### config.mk
export PLATFORM = sky130hd
export DESIGN_NAME = camera_trigger_pulse_sequencer
export DESIGN_NICKNAME = d
export VERILOG_FILES = /design/src/hw/rtl/ctps_pkg.sv /design/src/hw/rtl/ctps_cfg_regs.sv /design/src/hw/rtl/ctps_step.sv /design/src/hw/rtl/camera_trigger_pulse_sequencer.sv
export SDC_FILE = /design/constraint.sdc
export NUM_CORES = 1
export LEC_CHECK = 0
export BUFFER_PORTS_ARGS = -buffer_cell sky130_fd_sc_hd__clkbuf_2
export CAP_MARGIN = 15
export CELL_PAD_IN_SITES_DETAIL_PLACEMENT = 0
export CELL_PAD_IN_SITES_GLOBAL_PLACEMENT = 1
export CORE_ASPECT_RATIO = 1.2
export CORE_UTILIZATION = 45
export DETAILED_ROUTE_END_ITERATION = 7
export PLACE_DENSITY = 0.8
export SLEW_MARGIN = 15
export SYNTH_ARGS = -nofsm -noshare
export SYNTH_HDL_FRONTEND = slang
export SYNTH_HIERARCHICAL = 1
export SYNTH_SLANG_ARGS = --single-unit
### constraint.sdc
create_clock -name clk -period 9 [get_ports clk]
set_input_delay 1.8 -clock clk [delete_from_list [all_inputs] [get_ports clk]]
set_output_delay 1.8 -clock clk [all_outputs]
set_load 0.005 [all_outputs]
### src/hw/rtl/ctps_pkg.sv
package ctps_pkg;

    localparam int unsigned REG_BITS = 16;
    localparam int unsigned CFG_INDEX_BITS = 3;

    localparam logic [CFG_INDEX_BITS-1:0] CFG_EXT_DELAY    = 3'd0;
    localparam logic [CFG_INDEX_BITS-1:0] CFG_EXT_HOLD     = 3'd1;
    localparam logic [CFG_INDEX_BITS-1:0] CFG_PRE_DELAY    = 3'd2;
    localparam logic [CFG_INDEX_BITS-1:0] CFG_SHUTTER_HOLD = 3'd3;
    localparam logic [CFG_INDEX_BITS-1:0] CFG_SHOT_GAP     = 3'd4;
    localparam logic [CFG_INDEX_BITS-1:0] CFG_SHOT_COUNT   = 3'd5;

    localparam logic [REG_BITS-1:0] SHOT_COUNT_RESET = 16'd1;

    typedef enum logic [2:0] {
        PH_IDLE      = 3'd0,
        PH_EXT_WAIT  = 3'd1,
        PH_EXT_HIGH  = 3'd2,
        PH_PRE       = 3'd3,
        PH_SHOT_HIGH = 3'd4,
        PH_SHOT_GAP  = 3'd5
    } phase_t;

    typedef struct packed {
        logic mode;
        logic ext_enable;
    } item_t;

    typedef struct packed {
        logic ext_out;
        logic shutter_out;
        logic busy_res;
        logic finished;
    } result_t;

    typedef struct packed {
        logic [REG_BITS-1:0] ext_delay;
        logic [REG_BITS-1:0] ext_hold;
        logic [REG_BITS-1:0] pre_delay;
        logic [REG_BITS-1:0] shutter_hold;
        logic [REG_BITS-1:0] shot_gap;
        logic [REG_BITS-1:0] shot_count;
    } cfg_regs_t;

    typedef struct packed {
        phase_t              phase;
        logic [REG_BITS-1:0] shots_left;
    } seq_state_t;

endpackage

### src/hw/rtl/ctps_cfg_regs.sv
module ctps_cfg_regs
(
    input  logic                                 clk,
    input  logic                                 rst_n,
    input  logic                                 cfg_valid,
    output logic                                 cfg_ready,
    input  logic [ctps_pkg::CFG_INDEX_BITS-1:0]  cfg_index,
    input  logic [ctps_pkg::REG_BITS-1:0]        cfg_data,
    output ctps_pkg::cfg_regs_t                  regs
);

    ctps_pkg::cfg_regs_t regs_reg;

    assign cfg_ready = 1'b1;
    assign regs      = regs_reg;

    always_ff @(posedge clk or negedge rst_n)
    begin
        if (!rst_n)
        begin
            regs_reg.ext_delay    <= '0;
            regs_reg.ext_hold     <= '0;
            regs_reg.pre_delay    <= '0;
            regs_reg.shutter_hold <= '0;
            regs_reg.shot_gap     <= '0;
            regs_reg.shot_count   <= ctps_pkg::SHOT_COUNT_RESET;
        end
        else if (cfg_valid)
        begin
            unique case (cfg_index)
                ctps_pkg::CFG_EXT_DELAY:    regs_reg.ext_delay    <= cfg_data;
                ctps_pkg::CFG_EXT_HOLD:     regs_reg.ext_hold     <= cfg_data;
                ctps_pkg::CFG_PRE_DELAY:    regs_reg.pre_delay    <= cfg_data;
                ctps_pkg::CFG_SHUTTER_HOLD: regs_reg.shutter_hold <= cfg_data;
                ctps_pkg::CFG_SHOT_GAP:     regs_reg.shot_gap     <= cfg_data;
                ctps_pkg::CFG_SHOT_COUNT:   regs_reg.shot_count   <= cfg_data;
                default:
                begin
                end
            endcase
        end
    end

endmodule

### src/hw/rtl/ctps_step.sv
module ctps_step
#(
    parameter int unsigned TIME_BITS = 16
)
(
    input  ctps_pkg::item_t        item,
    input  ctps_pkg::cfg_regs_t    regs,
    input  ctps_pkg::seq_state_t   state,
    input  logic [TIME_BITS-1:0]   count,
    output ctps_pkg::seq_state_t   state_next,
    output logic [TIME_BITS-1:0]   count_next,
    output ctps_pkg::result_t      result
);

    logic [TIME_BITS-1:0] t_delay;
    logic [TIME_BITS-1:0] t_ext_hold;
    logic [TIME_BITS-1:0] t_pre;
    logic [TIME_BITS-1:0] t_shutter;
    logic [TIME_BITS-1:0] t_gap;
    logic [TIME_BITS-1:0] count_dec;
    logic                 busy;
    logic                 walk;
    logic                 done;
    ctps_pkg::phase_t     entry;
    ctps_pkg::phase_t     cur;
    logic [ctps_pkg::REG_BITS-1:0] shots_in;

    // counts keep only their low TIME_BITS bits
    assign t_delay    = TIME_BITS'(regs.ext_delay);
    assign t_ext_hold = TIME_BITS'(regs.ext_hold);
    assign t_pre      = TIME_BITS'(regs.pre_delay);
    assign t_shutter  = TIME_BITS'(regs.shutter_hold);
    assign t_gap      = TIME_BITS'(regs.shot_gap);

    assign busy      = (state.phase != ctps_pkg::PH_IDLE);
    assign count_dec = count - TIME_BITS'(1);

    always_comb
    begin
        walk     = 1'b0;
        entry    = ctps_pkg::PH_IDLE;
        shots_in = state.shots_left;
        if (item.mode)
        begin
            if (!busy)
            begin
                walk     = 1'b1;
                shots_in = regs.shot_count;
                entry    = item.ext_enable ? ctps_pkg::PH_EXT_WAIT : ctps_pkg::PH_PRE;
            end
        end
        else if (busy && (count_dec == '0))
        begin
            walk = 1'b1;
            unique case (state.phase)
                ctps_pkg::PH_EXT_WAIT:  entry = ctps_pkg::PH_EXT_HIGH;
                ctps_pkg::PH_EXT_HIGH:  entry = ctps_pkg::PH_PRE;
                ctps_pkg::PH_PRE:       entry = ctps_pkg::PH_SHOT_HIGH;
                ctps_pkg::PH_SHOT_HIGH: entry = ctps_pkg::PH_SHOT_GAP;
                ctps_pkg::PH_SHOT_GAP:  entry = ctps_pkg::PH_SHOT_HIGH;
                default:                entry = ctps_pkg::PH_IDLE;
            endcase
        end
    end

    // pass through zero-length phases
    always_comb
    begin
        cur = entry;
        if (cur == ctps_pkg::PH_EXT_WAIT && t_delay == '0)
            cur = ctps_pkg::PH_EXT_HIGH;
        if (cur == ctps_pkg::PH_EXT_HIGH && t_ext_hold == '0)
            cur = ctps_pkg::PH_PRE;
        if (cur == ctps_pkg::PH_PRE && t_pre == '0)
            cur = ctps_pkg::PH_SHOT_HIGH;
        if (cur == ctps_pkg::PH_SHOT_GAP && t_gap == '0)
            cur = ctps_pkg::PH_SHOT_HIGH;
    end

    always_comb
    begin
        state_next = state;
        count_next = count;
        done       = 1'b0;
        if (walk)
        begin
            state_next.shots_left = shots_in;
            unique case (cur)
                ctps_pkg::PH_EXT_WAIT:
                begin
                    state_next.phase = ctps_pkg::PH_EXT_WAIT;
                    count_next       = t_delay;
                end
                ctps_pkg::PH_EXT_HIGH:
                begin
                    state_next.phase = ctps_pkg::PH_EXT_HIGH;
                    count_next       = t_ext_hold;
                end
                ctps_pkg::PH_PRE:
                begin
                    state_next.phase = ctps_pkg::PH_PRE;
                    count_next       = t_pre;
                end
                ctps_pkg::PH_SHOT_GAP:
                begin
                    state_next.phase = ctps_pkg::PH_SHOT_GAP;
                    count_next       = t_gap;
                end
                ctps_pkg::PH_SHOT_HIGH:
                begin
                    if (shots_in == '0 || (t_shutter == '0 && t_gap == '0))
                    begin
                        state_next.phase      = ctps_pkg::PH_IDLE;
                        state_next.shots_left = '0;
                        count_next            = '0;
                        done                  = 1'b1;
                    end
                    else
                    begin
                        state_next.shots_left = shots_in - ctps_pkg::REG_BITS'(1);
                        if (t_shutter != '0)
                        begin
                            state_next.phase = ctps_pkg::PH_SHOT_HIGH;
                            count_next       = t_shutter;
                        end
                        else
                        begin
                            state_next.phase = ctps_pkg::PH_SHOT_GAP;
                            count_next       = t_gap;
                        end
                    end
                end
                default:
                begin
                    state_next.phase = ctps_pkg::PH_IDLE;
                    count_next       = '0;
                    done             = 1'b1;
                end
            endcase
        end
        else if (!item.mode && busy)
        begin
            count_next = count_dec;
        end
    end

    assign result.ext_out     = (state_next.phase == ctps_pkg::PH_EXT_HIGH);
    assign result.shutter_out = (state_next.phase == ctps_pkg::PH_SHOT_HIGH);
    assign result.busy_res    = (state_next.phase != ctps_pkg::PH_IDLE);
    assign result.finished    = done;

endmodule

### src/hw/rtl/camera_trigger_pulse_sequencer.sv
// Flow: an accepted request is registered in the input register, then its result in the result register.
// Throughput: one request per cycle while results are taken. A waiting result holds
// off new requests once the input register holds one.
// Reset (rst_n low, asynchronous): sequence idle, counters zero, registers at defaults
// (shot_count = 1), both pipeline registers empty.
module camera_trigger_pulse_sequencer
#(
    parameter int unsigned TIME_BITS = 16
)
(
    input  logic                                 clk,
    input  logic                                 rst_n,
    input  logic                                 item_valid,
    output logic                                 item_ready,
    input  ctps_pkg::item_t                      item,
    output logic                                 result_valid,
    input  logic                                 result_ready,
    output ctps_pkg::result_t                    result,
    input  logic                                 cfg_valid,
    output logic                                 cfg_ready,
    input  logic [ctps_pkg::CFG_INDEX_BITS-1:0]  cfg_index,
    input  logic [ctps_pkg::REG_BITS-1:0]        cfg_data
);

    ctps_pkg::cfg_regs_t   regs;
    ctps_pkg::item_t       item_reg;
    logic                  item_valid_reg;
    ctps_pkg::seq_state_t  state_reg;
    ctps_pkg::seq_state_t  state_next;
    logic [TIME_BITS-1:0]  count_reg;
    logic [TIME_BITS-1:0]  count_next;
    ctps_pkg::result_t     result_reg;
    ctps_pkg::result_t     result_next;
    logic                  result_valid_reg;
    logic                  advance;
    logic                  fire;

    assign advance      = !result_valid_reg || result_ready;
    assign fire         = item_valid_reg && advance;
    assign item_ready   = !item_valid_reg || advance;
    assign result_valid = result_valid_reg;
    assign result       = result_reg;

    ctps_cfg_regs u_cfg_regs
    (
        .clk       (clk),
        .rst_n     (rst_n),
        .cfg_valid (cfg_valid),
        .cfg_ready (cfg_ready),
        .cfg_index (cfg_index),
        .cfg_data  (cfg_data),
        .regs      (regs)
    );

    ctps_step
    #(
        .TIME_BITS (TIME_BITS)
    )
    u_step
    (
        .item       (item_reg),
        .regs       (regs),
        .state      (state_reg),
        .count      (count_reg),
        .state_next (state_next),
        .count_next (count_next),
        .result     (result_next)
    );

    always_ff @(posedge clk or negedge rst_n)
    begin
        if (!rst_n)
        begin
            item_valid_reg       <= 1'b0;
            result_valid_reg     <= 1'b0;
            state_reg.phase      <= ctps_pkg::PH_IDLE;
            state_reg.shots_left <= '0;
            count_reg            <= '0;
        end
        else
        begin
            if (item_ready)
                item_valid_reg <= item_valid;
            if (advance)
                result_valid_reg <= item_valid_reg;
            if (fire)
            begin
                state_reg <= state_next;
                count_reg <= count_next;
            end
        end
    end

    always_ff @(posedge clk)
    begin
        if (item_ready && item_valid)
            item_reg <= item;
        if (fire)
            result_reg <= result_next;
    end

endmodule

==> flow_summary.json <==
{
  "cp_slowest_cell": "o41ai_4",
  "clock_latency_ns": 0.44,
  "cts_resized": 0,
  "initialDrtViolationCount": 670,
  "syn_area_per_cell_um2": 11.6,
  "synth_edf_count": 6,
  "end_kind": "flip-flop",
  "wire_per_inst_um": 23.1,
  "antenna_found_initial": 0,
  "yosysTopAreaCell": "dfrtp_1",
  "crit_required_ns": 9.37,
  "status": "finished clean",
  "clock_skew_ns": 0.0121,
  "groute.usage.overall": 0.250,
  "nets": 723,
  "drc": 0,
  "slowest_delay_ns": 1.04,
  "slew_violations": 0,
  "reg2reg_from": "count_reg[0]$_DFFE_PN0P_",
  "setup_viol": 0,
  "ys_warn_count": 6,
  "cts.hold.buffers_added": 0,
  "cts_root_buffer": "clkbuf_16",
  "syn_nets": 715,
  "grt_pass1_wl_um": 34200,
  "ant_nets": 0,
  "overflow": 0,
  "critical_path_class": "flip-flop to flip-flop",
  "syn-instance-count": 686,
  "clock-sinks": 139,
  "slew_headroom": 0.229,
  "seqCellArea_um2": 3510,
  "h-tree-depth": 4,
  "synthTopCellsByArea": "dfrtp_1 41%, mux2_2 14%, mux2_4 5.4%",
  "seq_area_frac_synth": 0.439,
  "routed_wl_um": 21400,
  "clock_path_buffers": 2,
  "power_w": 0.00245,
  "crit_fanout": 18,
  "max_freq_mhz": 209,
  "finalSetupTns_ns": 0,
  "num_vias": 5962,
  "start_kind": "flip-flop",
  "vdd_ir_drop_max_uv": 141,
  "cp_num_buf_inv": 1,
  "final_core_utilization": 0.502,
  "grt_max_degree": 79,
  "rsz0062_at_grt": "false",
  "worstPathCellList": "inv_1, ha_1, or3b_1, o32ai_1, a22o_1, nand4_1, o21ai_1, a21oi_1, o41ai_4, a22oi_1, o21ai_0, a221o_1, mux2_2",
  "hp-class": "flip-flop to flip-flop",
  "hpwl_um": 15300,
  "finalCritPeriodShare": 0.531,
  "largest_reg_flops": 96,
  "path_clk_slew_ns": 0.06,
  "die_w_um": 124,
  "whs_ns": 0.520,
  "die_h_um": 148,
  "antenna_cells": 0,
  "routed_via_density": 6.43,
  "cts-buffers-inserted": 17,
  "start_util": 0.458,
  "crit_arrival_ns": 5.15,
  "synth_seq_cells": 139,
  "nFillCells": 1542,
  "grt_pass1_vias": 5960,
  "drt_first_pass_iters": 5,
  "powerDensity_nw_per_um2": 279,
  "leakagePower_nw": 3.53,
  "crit_family": "compound AO/OA/AOI/OAI gates",
  "drive_gt1_frac": 0.317,
  "min_from": "state_reg[3]$_DFFE_PN0P_",
  "mostFrequentLayoutCell": "dfrtp_1",
  "dieArea_um2": 18300,
  "place_congestion": 0.909,
  "synth_area_um2": 7990,
  "dpl_worst_slack_ns": 4.39,
  "portBuffers": 31,
  "post_cts_buffers": 0,
  "worst_pin_slew_ns": 1.15,
  "rows": 53,
  "fin_ws_ns": 4.22,
  "period_needed_ns": 4.78,
  "synthFlopType": "dfrtp_1",
  "cap_violations": 0,
  "cts_tree": "built",
  "synth_top_area_frac": 0.413,
  "synthDistinctLibCells": 81,
  "finalHoldViolCount": 0,
  "ioPinCount": 33,
  "multiInputGateArea_um2": 4150,
  "setup.worst_path.start": "count_reg[0]$_DFFE_PN0P_",
  "area_delta_synth_final_pct": 9.65,
  "final_cell_mix": "132 x dfrtp_1, 102 x mux2_2, 33 x nand2_1, 30 x clkbuf_2, 30 x nor2_1",
  "coreArea_um2": 17400,
  "async_flop_share": 0.957
}
==> final cells by class <==
cell class | count | area share
Sequential cell | 139 | 0.401
Inverter | 10 | 0.00428
Multi-Input combinational cell | 492 | 0.473
Timing Repair Buffer | 34 | 0.0210
Clock inverter | 13 | 0.0174
Clock buffer | 19 | 0.0518
Tap cell | 220 | 0.0314
==> logic make-up after synthesis <==
family / count (synthesis) / synth area share
other: 1 / 0.000469
buffers and inverters: 55 / 0.0428
adder cells (fa/ha/maj): 3 / 0.00470
multiplexers: 148 / 0.220
AND/OR/NAND/NOR: 177 / 0.136
AO/OA/AOI/OAI: 147 / 0.140
XOR/XNOR: 16 / 0.0175
flip-flops: 139 / 0.439
==> report_power, final <==
part | leakage, nW | internal (W) | total (W) | switching [W]
Combinational | 1.58 | 0.000380 | 0.000733 | 0.000354
Clock | 0.293 | 0.000431 | 0.000722 | 0.000291
Sequential | 1.65 | 0.000792 | 0.000992 | 0.000201
Total | 3.53 | 0.00160 | 0.00245 | 0.000846
==> synthesized netlist by cell type (3+ instances only) <==
cell and count:
mux2_4 29, o21ai_1 4, a22o_1 3, o22a_1 3
buf_6 13, a32o_1 9, and4_1 4, nand2_1 33
o21a_1 9, nor2_1 30, and2_1 6, inv_1 10
clkbuf_1 13, buf_2 12, nor3_1 14, a32o_2 3
buf_4 3, a221o_1 7, xnor2_1 13, mux2_2 102
a211oi_1 4, buf_1 3, a32oi_1 5, edfxtp_1 6
mux2i_1 16, nand4_1 8, o21ai_0 24, o21bai_1 6
o31ai_1 3, a221oi_1 9, nor4_1 27, or3_1 7
a31oi_1 5, a21oi_1 18, nand2b_1 7, dfrtp_1 132
and3_1 3, o22ai_1 6, ha_1 3, or4b_1 4
xor2_1 3, a22oi_1 9, nand3_1 10, a21o_1 4
==> metrics by stage <==
stage | std cells | instance area (um^2)
after floorplan | 686 | 7990
after global placement | 895 | 8150
after detailed placement | 895 | 8150
after CTS | 927 | 8760
after global routing | 927 | 8760
final | 927 | 8760
==> routing by layer <==
| layer | GRT usage | vias up | wire length, um |
|---|---|---|---|
| li1 | - | 2642 | - |
| met1 | 0.326 | 3044 | 8960 |
| met2 | 0.396 | 228 | 10500 |
| met3 | 0.0571 | 48 | 1320 |
| met4 | 0.108 | 0 | 636 |
| met5 | 0 | - | 0 |
==> worst register-to-register path: stages (launching register included) <==
cell and delay [ns]:
dfrtp_1 0.42, inv_1 0.11, ha_1 0.29, or3b_1 0.54, o32ai_1 0.30, a22o_1 0.26, nand4_1 0.21, o21ai_1 0.32
a21oi_1 0.16, o41ai_4 1.04, a22oi_1 0.40, o21ai_0 0.30, a221o_1 0.20, mux2_2 0.16
==> path summary, 6_finish.rpt <==
check                      slack, ns  cells after the start                         endpoint
min reg2reg                     0.52                      1         state_reg[3]$_DFFE_PN0P_
max reg2reg                     4.22                     13        count_reg[15]$_DFFE_PN0P_
max in group asynchronous       6.39                      2  u_cfg_regs/regs[27]$_DFFE_PN0P_
min in group asynchronous       1.40                      1         state_reg[7]$_DFFE_PN0P_
min                             0.52                      1         state_reg[3]$_DFFE_PN0P_
max                             4.22                     13        count_reg[15]$_DFFE_PN0P_
(Power assumes the default switching activity.)
